## config.mk

```make
export PLATFORM = sky130hd
export DESIGN_NAME = tms_step
export DESIGN_NICKNAME = d
export VERILOG_FILES = /design/src/hdl/tms_pkg.sv /design/src/hdl/tms_step.sv
export SDC_FILE = /design/constraint.sdc
export NUM_CORES = 1
export LEC_CHECK = 0
export BUFFER_PORTS_ARGS = -buffer_cell sky130_fd_sc_hd__buf_2
export CAP_MARGIN = 20
export CORE_AREA = 2 2 92 103
export DETAILED_ROUTE_END_ITERATION = 10
export DIE_AREA = 0 0 94 105
export PLACE_DENSITY = 0.76
export SLEW_MARGIN = 20
export SYNTH_ARGS = -nofsm -noshare
export SYNTH_HDL_FRONTEND = slang
export SYNTH_SLANG_ARGS = --single-unit
```

## constraint.sdc

```tcl
create_clock -name vclk -period 7.2
set_input_delay 1.08 -clock vclk [all_inputs]
set_output_delay 1.08 -clock vclk [all_outputs]
set_load 0.005 [all_outputs]
```

## src/hdl/tms_pkg.sv

```systemverilog
// ----------------------------------------------------------------------------
// tms_pkg: shared types and constants of the timed maneuver sequencer
// Holds the maneuver codes, register indexes, the payload and state structs
// and the line-sensor decode function.
// ----------------------------------------------------------------------------
package tms_pkg;

    // Maneuver codes as they appear on the active_maneuver output.
    typedef enum logic [2:0] {
        MAN_IDLE   = 3'd0,
        MAN_FWD    = 3'd1,
        MAN_REV    = 3'd2,
        MAN_LEFT   = 3'd3,
        MAN_RIGHT  = 3'd4,
        MAN_LFWD   = 3'd5,
        MAN_RFWD   = 3'd6,
        MAN_SEARCH = 3'd7
    } t_maneuver;

    // Configuration register indexes.
    localparam int unsigned CFG_IDX_W  = 1;
    localparam int unsigned CFG_DATA_W = 16;
    localparam logic [CFG_IDX_W-1:0] CFG_MOVE_TIME   = 1'b0;
    localparam logic [CFG_IDX_W-1:0] CFG_DRIVE_SPEED = 1'b1;

    // Reset values of the registers.
    localparam logic [15:0] MOVE_TIME_RST   = 16'd200;
    localparam logic [7:0]  DRIVE_SPEED_RST = 8'd110;

    // Duty reduction used when an obstacle is seen in front during search.
    localparam logic [7:0] SLOW_DELTA = 8'd20;

    // Obstacle codes.
    localparam logic [1:0] OBS_NONE  = 2'd0;
    localparam logic [1:0] OBS_FRONT = 2'd1;

    // One control pass as it arrives on the input channel.
    typedef struct packed {
        logic [3:0]  sensor_pattern;
        logic [1:0]  obstacle_code;
        logic [31:0] now_ms;
    } t_item;

    // Configuration register contents.
    typedef struct packed {
        logic [15:0] move_time_ms;
        logic [7:0]  drive_speed;
    } t_cfg;

    // Sequencer state carried from one pass to the next.
    typedef struct packed {
        t_maneuver   maneuver;
        logic [31:0] start_stamp;
        logic        dir_a;
        logic        dir_b;
        logic [7:0]  duty;
    } t_state;

    // Decode the four line-sensor bits to the requested maneuver.
    function automatic t_maneuver decode_pattern(input logic [3:0] pat);
        t_maneuver m;
        case (pat) inside
            4'b1100, 4'b1101, 4'b1110:          m = MAN_FWD;
            4'b0011, 4'b0111, 4'b1011:          m = MAN_REV;
            4'b0000, 4'b1010:                   m = MAN_LEFT;
            4'b0101, 4'b0110, 4'b1001:          m = MAN_RIGHT;
            4'b0010, 4'b1000:                   m = MAN_LFWD;
            4'b0001, 4'b0100:                   m = MAN_RFWD;
            4'b1111:                            m = MAN_SEARCH;
            default:                            m = MAN_IDLE;
        endcase
        return m;
    endfunction

endpackage

```

## src/hdl/tms_step.sv

```systemverilog
// ----------------------------------------------------------------------------
// tms_step: single control pass logic
// Decodes the sensor pattern, latches a new maneuver and its start time, and
// works out the motor writes for the elapsed time of the active maneuver.
// ----------------------------------------------------------------------------
module tms_step import tms_pkg::*; (
    input  t_item  i_item,
    input  t_cfg   i_cfg,
    input  t_state i_state,
    output t_state o_state
);

    t_maneuver   want;
    logic        obs_block;
    t_maneuver   man_lat;
    logic [31:0] stamp_lat;
    logic [31:0] elapsed;
    logic [16:0] t2;
    logic        in_first;
    logic        in_second;

    // Search is held off by any obstacle code other than none.
    assign want      = decode_pattern(i_item.sensor_pattern);
    assign obs_block = (want == MAN_SEARCH) && (i_item.obstacle_code != OBS_NONE);

    // A maneuver that is already active keeps its start stamp.
    always_comb begin
        man_lat   = i_state.maneuver;
        stamp_lat = i_state.start_stamp;
        if (!obs_block && (i_state.maneuver != want)) begin
            man_lat   = want;
            stamp_lat = i_item.now_ms;
        end
    end

    // Phase windows measured from the start stamp, modulo 2^32.
    assign elapsed   = i_item.now_ms - stamp_lat;
    assign t2        = {1'b0, i_cfg.move_time_ms} + {1'b0, i_cfg.move_time_ms};
    assign in_first  = elapsed <= {16'd0, i_cfg.move_time_ms};
    assign in_second = elapsed <= {15'd0, t2};

    // Motor writes; a later write in the same pass wins.
    always_comb begin
        o_state             = i_state;
        o_state.maneuver    = man_lat;
        o_state.start_stamp = stamp_lat;

        if (obs_block && (i_item.obstacle_code == OBS_FRONT)) begin
            o_state.dir_a = 1'b0;
            o_state.dir_b = 1'b0;
            o_state.duty  = i_cfg.drive_speed - SLOW_DELTA;
        end

        case (man_lat)
            MAN_FWD, MAN_REV, MAN_LEFT, MAN_RIGHT: begin
                if (in_first) begin
                    o_state.dir_a = (man_lat == MAN_REV) || (man_lat == MAN_LEFT);
                    o_state.dir_b = (man_lat == MAN_REV) || (man_lat == MAN_RIGHT);
                    o_state.duty  = i_cfg.drive_speed;
                end else begin
                    o_state.maneuver = MAN_IDLE;
                end
            end
            MAN_LFWD, MAN_RFWD, MAN_SEARCH: begin
                if (in_first) begin
                    o_state.dir_a = (man_lat == MAN_LFWD);
                    o_state.dir_b = (man_lat != MAN_LFWD);
                    o_state.duty  = i_cfg.drive_speed;
                end else if (in_second) begin
                    o_state.dir_a = 1'b0;
                    o_state.dir_b = 1'b0;
                    o_state.duty  = i_cfg.drive_speed;
                end else begin
                    o_state.maneuver = MAN_IDLE;
                end
            end
            default: begin
                o_state.maneuver = man_lat;
            end
        endcase
    end

endmodule

```

==> impl_results.md, run 1 <==
* Run status: completed
* Yosys top cell area share at approximately a fifth
* Initial detailed-routing violation count at roughly 350
* Worst Hold Class: input port to primary output
* Total via count after detailed routing at 5275
* RSZ-0062 raised after global routing: yes
* P_sw at 432 uW
* Cell area after technology mapping at between 3000 and 4000 sq um
* Wire length of the first global-routing pass at between 20 and 25 mm
* Type of element launching the critical path: input port
* Total Routed Length at between 10 and 15 mm
* Proportion of total power due to net switching at between 50% and 60%
* Flop pwr share at 0%
* Flip-flop and latch count at 0
* Diodes inserted at 0
* Maximum number of pins on one net before global-route repair at 16
* Total internal power at 375 uW
* Crit share post-route at about 100%
* Post-DP HPWL at ~11 mm
* Final setup violation count at 0
* Endpoint required time on the critical path at 6.12 ns
* Cell count after synthesis at 575
* Number of detailed-route iterations in the first pass at 5
* Effective utilization at floorplan at 44.3%
* Number of distinct library cell variants in the gate-level netlist after synthesis at 62
* Total chip power at 806 uW
* Clock power share at 0%
* ANT nets after route at 0
* Hold-critical path depth at 4
* Worst-case vdd ir drop at roughly 0.063 mV
* Die Ht at approximately 110 um
* Number of nets produced by synthesis at between 700 and 800
* Hold Crit Start: i_item[31]
* Tmin final at approximately 7.2 ns
* Site Rows at 36
* Layout Area Growth over Synthesis at 46.2%
* Nets at ~940
* Number of warnings reported in the yosys synthesis log at 0
* Cell area after layout at 5690 sq um
* Die Footprint at ~9900 sq um
* Measured slew at the worst slew-check pin at slightly above 0.7 ns
* Vias per inst at between 5 and 6
* Static leakage power at between 2 and 3 nW
* Overall track demand over capacity in global routing at ~24%
* Final RePlAce weighted congestion at a little under 1
* CP Data Arrival Time at between 6 and 7 ns
* Number of remaining DRC errors at 0
* Mean area per synthesized cell at 6.77 sq um
* Initial antenna violation count at 0
* Ratio of total power to cell area at 142 nW/um^2
* Final number of hold-violating endpoints at 0
* Core region area at ~9000 sq um
* DR WL/cell at 15.7 um
* Number of global-route vias before repair at 4859
* Terminating pin of the worst hold path: o_state[41]
* Hold_ws at 2.45 ns
* Highest achievable clock rate at 139 MHz
* Filler cells at between 700 and 800
* Width of the die at roughly 94 um
* Setup crit end kind: primary output
* Slew headroom at a little over half
* Cell taking the most area after synthesis: ha_1
* Critical path fanouts, max at 8
* Sequential standard cell area at 0 sq um
* Combinational cell fraction of total power at 100.0%
* Pins over their slew limit at 0
* Max-cap violations at 0
* Largest cells by area after synthesis: ha_1, mux2i_1, inv_1
* Global route overflow at 0
* Sequential fraction of the synthesis area at 0%
* Ranking of synthesized cells by instance count: ha_1, inv_1, a21oi_1
* CP Class: input port to primary output
* Port Buffers at ~150
* Dpl cell area at 5020 sq um
* Layout clock buffer count at 0
* Share of layout cells above drive strength 1 at 37.5%
* I/O pin count at between 150 and 200
-- cell type report --
| class | instances | area (sq um) | share of cell area [%] |
|---|---|---|---|
| Multi-Input combinational cell | 492 | 4010 | 70.5 |
| Timing Repair Buffer | 210 | 1290 | 22.7 |
| Inverter | 66 | 248 | 4.35 |
| Tap cell | 114 | 143 | 2.50 |
-- per-layer routing --
metal	vias to the layer above	GRT usage [%]	wire, um
met2	298	43.5	6830
met4	0	6.00	474
li1	2544	-	-
met1	2370	30.9	5550
met3	63	1.51	1010
met5	-	0	0
-- how the worst max path moves through the flow --
stage | startpoint | endpoint | slack [ns] | cells after the start
6_report | i_item[37] | o_state[7] | 0.01 | 21
5_1_grt | i_item[37] | o_state[6] | -0.10 | 29
4_1_cts | i_state[44] | o_state[4] | 0.009 | 26
3_5_place_dp | i_item[36] | o_state[9] | -0.12 | 21
3_3_place_gp | i_item[36] | o_state[9] | -0.01 | 21
2_1_floorplan | i_item[35] | o_state[3] | 0.04 | 28
-- stage by stage --
step | cells | setup slack [ns] | utilization [%] | setup TNS, ns
finish | 882 | 0.0129 | 64.8 | 0
global route | 882 | -0.104 | 64.8 | -0.959
CTS | 867 | 0.00887 | 58.4 | 0
detailed placement | 863 | -0.125 | 57.1 | -1.00
global placement | 863 | -0.0134 | 57.1 | -0.0400
floorplan | 575 | 0.0420 | - | 0
-- critical path: stages --
cell and delay (ns):
buf_8 0.11, nor2b_4 0.12, o31a_1 0.29, o311a_4 0.37, o21a_4 0.28, clkbuf_16 0.19, mux2i_1 0.13, ha_1 0.48
nand4_1 0.21, nor3_1 0.23, o21ai_0 0.20, buf_4 0.19, a21oi_1 0.37, o21a_1 0.20, o221ai_1 0.17, or4_4 0.56
nor4b_4 0.33, and2_4 0.21, buf_6 0.12, o211ai_1 0.09, buf_2 0.14
-- cells by family (layout without fill, tap and decap cells) --
family / count (synthesis) / after routing / share of synthesized area, %
simple gates: 184 / 184 / 24.9
buf+inv: 83 / 276 / 8.38
fa+ha+maj: 67 / 67 / 21.7
compound gates: 189 / 189 / 32.2
mux: 35 / 35 / 9.06
xor+xnor: 17 / 17 / 3.82
-- power groups by stage --
stage	sequential, mW	clock [mW]	combinational [mW]
6_report	0	0	0.806
5_1_grt	0	0	0.883
4_1_cts	0	0	0.691
3_5_place_dp	0	0	0.671
3_3_place_gp	0	0	0.646
2_1_floorplan	0	0	0.457
-- cell usage in the layout (no fill, tap or decap), drive strengths merged, types with 6 or more instances in the layout --
master  Yosys  final
o221ai      7      7
nor3       13     13
and3        9      9
nor4        7      7
nand3      16     16
a21oi      48     48
mux2i      33     33
nor2       39     39
a31oi       8      8
nand4      14     14
ha         66     66
xor2        7      7
nor2b      12     12
inv        66     66
a21o       15     15
o21ai      37     37
xnor2      10     10
and2        6      6
nand2      40     40
o21a       15     15
o211ai     12     12
buf         3    208
a211oi      6      6
-- what timing repair did --
item                                    4_1_cts  5_1_grt
buffers inserted                              4       14
resized for setup                            20       97
endpoints found under the setup margin       10       13
hold buffers                                  0        0
pin swaps                                     7       46
gates cloned                                  0        1
No activity file was read; power rests on OpenSTA's default activity.
==> run 2, diff against run 1 <==
PLACE_DENSITY = 0.8   (was 0.76)
==> run 2 against run 1 <==
Effect of this change: count of clock-buffer cells in the layout unchanged; die area did not move; largest power group unchanged; critical path type unchanged; largest cell class unchanged; core utilization rose by 0.70 points; design area rose by 1.1%; cell count increased by 1.1%; critical endpoint is now o_state[3].
==> impl_results.md, run 2 (synthesized netlist as in run 1, its figures left out) <==
* Static leakage power at 2.93 nW (was 2.90 nW)
* I/O pin count at 152 (unchanged)
* Number of global-route vias before repair at 4780 (was 4859)
* Layout Area Growth over Synthesis at 47.8% (was 46.2%)
* Worst Hold Class: input port to primary output (unchanged)
* Slowest cell delay on critical path at 0.53 ns (was 0.56 ns)
* Most common cell after layout, fill and taps aside: buf_2 (unchanged)
* Post-DP HPWL at 11.0 mm (was 10.5 mm)
* Type of element launching the critical path: input port (unchanged)
* Effective utilization at floorplan at 44.3% (unchanged)
* Core region area at 8780 sq um (unchanged)
* Die Footprint at 9870 sq um (unchanged)
* CP Data Arrival Time at 6.03 ns (was 6.11 ns)
* Sum Neg Setup Slack at 0 ns (unchanged)
* Highest-delay cell along the critical path: or4_4 (unchanged)
* Ordered list of cells on the worst path: buf_2 -> and3_1 -> o41ai_2 -> o2111ai_2 -> o21a_4 -> buf_12 -> mux2i_2 -> ha_1 -> a21oi_2 -> o21ai_2 -> a311o_1 -> or4_4 -> and2_4 -> a2111o_1 -> or4_4 -> nor4b_4 -> and2_4 -> mux2i_1 -> buf_2 (was buf_8 -> nor2b_4 -> o31a_1 -> o311a_4 -> o21a_4 -> clkbuf_16 -> mux2i_1 -> ha_1 -> nand4_1 -> nor3_1 -> o21ai_0 -> buf_4 -> a21oi_1 -> o21a_1 -> o221ai_1 -> or4_4 -> nor4b_4 -> and2_4 -> buf_6 -> o211ai_1 -> buf_2)
* Total via count after detailed routing at 5252 (was 5275)
* Highest achievable clock rate at 141 MHz (was 139 MHz)
* Crit share post-route at 98.7% (was 99.8%)
* Setup crit end kind: primary output (unchanged)
* Maximum number of pins on one net before global-route repair at 15 (was 16)
* Number of remaining DRC errors at 0 (unchanged)
* Overall track demand over capacity in global routing at 24.2% (about the same)
* Pins over their slew limit at 0 (unchanged)
* Diodes inserted at 0 (unchanged)
* Layout clock buffer count at 0 (unchanged)
* Non-Filler Instances at 892 (was 882)
* Critical path fanouts, max at 10 (was 8)
* Slew headroom at 54.5% (was 52.8%)
* Die Ht at 105 um (unchanged)
* Initial antenna violation count at 0 (unchanged)
* Sequential standard cell area at 0 sq um (unchanged)
* Wire length of the first global-routing pass at 20.7 mm (was 20.8 mm)
* Nets at 954 (was 944)
* CP Class: input port to primary output (unchanged)
* Cell count after placement at 877 (was 863)
* Measured slew at the worst slew-check pin at 0.682 ns (was 0.708 ns)
* Total chip power at 818 uW (was 806 uW)
* Vias per inst at 5.89 (was 5.98)
* Final design utilization at 65.5% (was 64.8%)
* ANT nets after route at 0 (unchanged)
* Final RePlAce weighted congestion at 0.937 (was 0.995)
* Final setup violation count at 0 (unchanged)
* Max-cap violations at 0 (unchanged)
* Width of the die at 94 um (unchanged)
* Share of layout cells above drive strength 1 at 38.6% (was 37.5%)
* Site Rows at 36 (unchanged)
* Worst-case vdd ir drop at 0.0612 mV (was 0.0628 mV)
* Number of detailed-route iterations in the first pass at 5 (unchanged)
* Global route overflow at 0 (unchanged)
* Run status: completed (unchanged)
* Top cell family by delay on the critical path: simple AND/OR/NAND/NOR gates (was compound AO/OA/AOI/OAI gates)
* Final number of hold-violating endpoints at 0 (unchanged)
* Initial detailed-routing violation count at 315 (was 347)
* Port Buffers at 152 (unchanged)
* Endpoint required time on the critical path at 6.12 ns (about the same)
* Flip-flop and latch count at 0 (unchanged)
* Ratio of total power to cell area at 142 nW/um^2 (about the same)
* Total Routed Length at 13.8 mm (was 13.9 mm)
* DR WL/cell at 15.5 um (was 15.7 um)
* Commonest non-fill, non-tap cells in the layout: buf_2, inv_1, buf_4 (was buf_2, inv_1, ha_1)
* Tmin final at 7.11 ns (was 7.19 ns)
* Buffers and inverters on the worst path at 3 (was 5)
run 2: worst paths after layout:
path	to	start	slack, ns	depth (start not counted)
worst max-delay path	o_state[3]	i_item[35]	0.09	19
worst min-delay path	o_state[35]	i_state[35]	2.45	4
run 2: worst min-delay path, cell delays in order:
cell	delay, ns
buf_2	0.07
mux2i_1	0.07
inv_1	0.05
buf_2	0.10
run 2: through the flow:
step | hold WS [ns] | instance area [sq um] | setup slack, ns
6_report | 2.45 | 5760 | 0.0944
5_1_grt | 2.48 | 5760 | -0.155
4_1_cts | 2.46 | 5140 | -0.0328
3_5_place_dp | 2.46 | 5120 | -0.218
3_3_place_gp | 2.45 | 5120 | -0.0135
2_1_floorplan | 2.24 | 3900 | 0.0420
run 2: report_power, final:
| group | internal (mW) | switching, mW |
|---|---|---|
| sequential | 0 | 0 |
| clock | 0 | 0 |
| combinational | 0.387 | 0.431 |
| total | 0.387 | 0.431 |
run 2: layer usage:
metal	share of wire, %	up-vias	wire length (um)	GRT usage (%)
met1	41	2429	5640	30.5
met5	0	-	0	0
met2	51	221	7030	45.1
li1	-	2564	-	-
met3	5.5	38	761	1.23
met4	2.6	0	361	4.76
run 2: what timing repair did:
item / 4_1_cts / 5_1_grt
buffers inserted: 1 / 13
gates resized for setup: 6 / 108
hold buffers: 0 / 0
pin swaps: 2 / 58
cloned: 0 / 1
endpoints found under the setup margin: 10 / 13
run 2: layout make-up:
| cell class | count | area (sq um) |
|---|---|---|
| multi-input cells | 492 | 4010 |
| inverters | 66 | 248 |
| well taps | 114 | 143 |
| fillers | 758 | 3030 |
| repair buffers | 220 | 1360 |
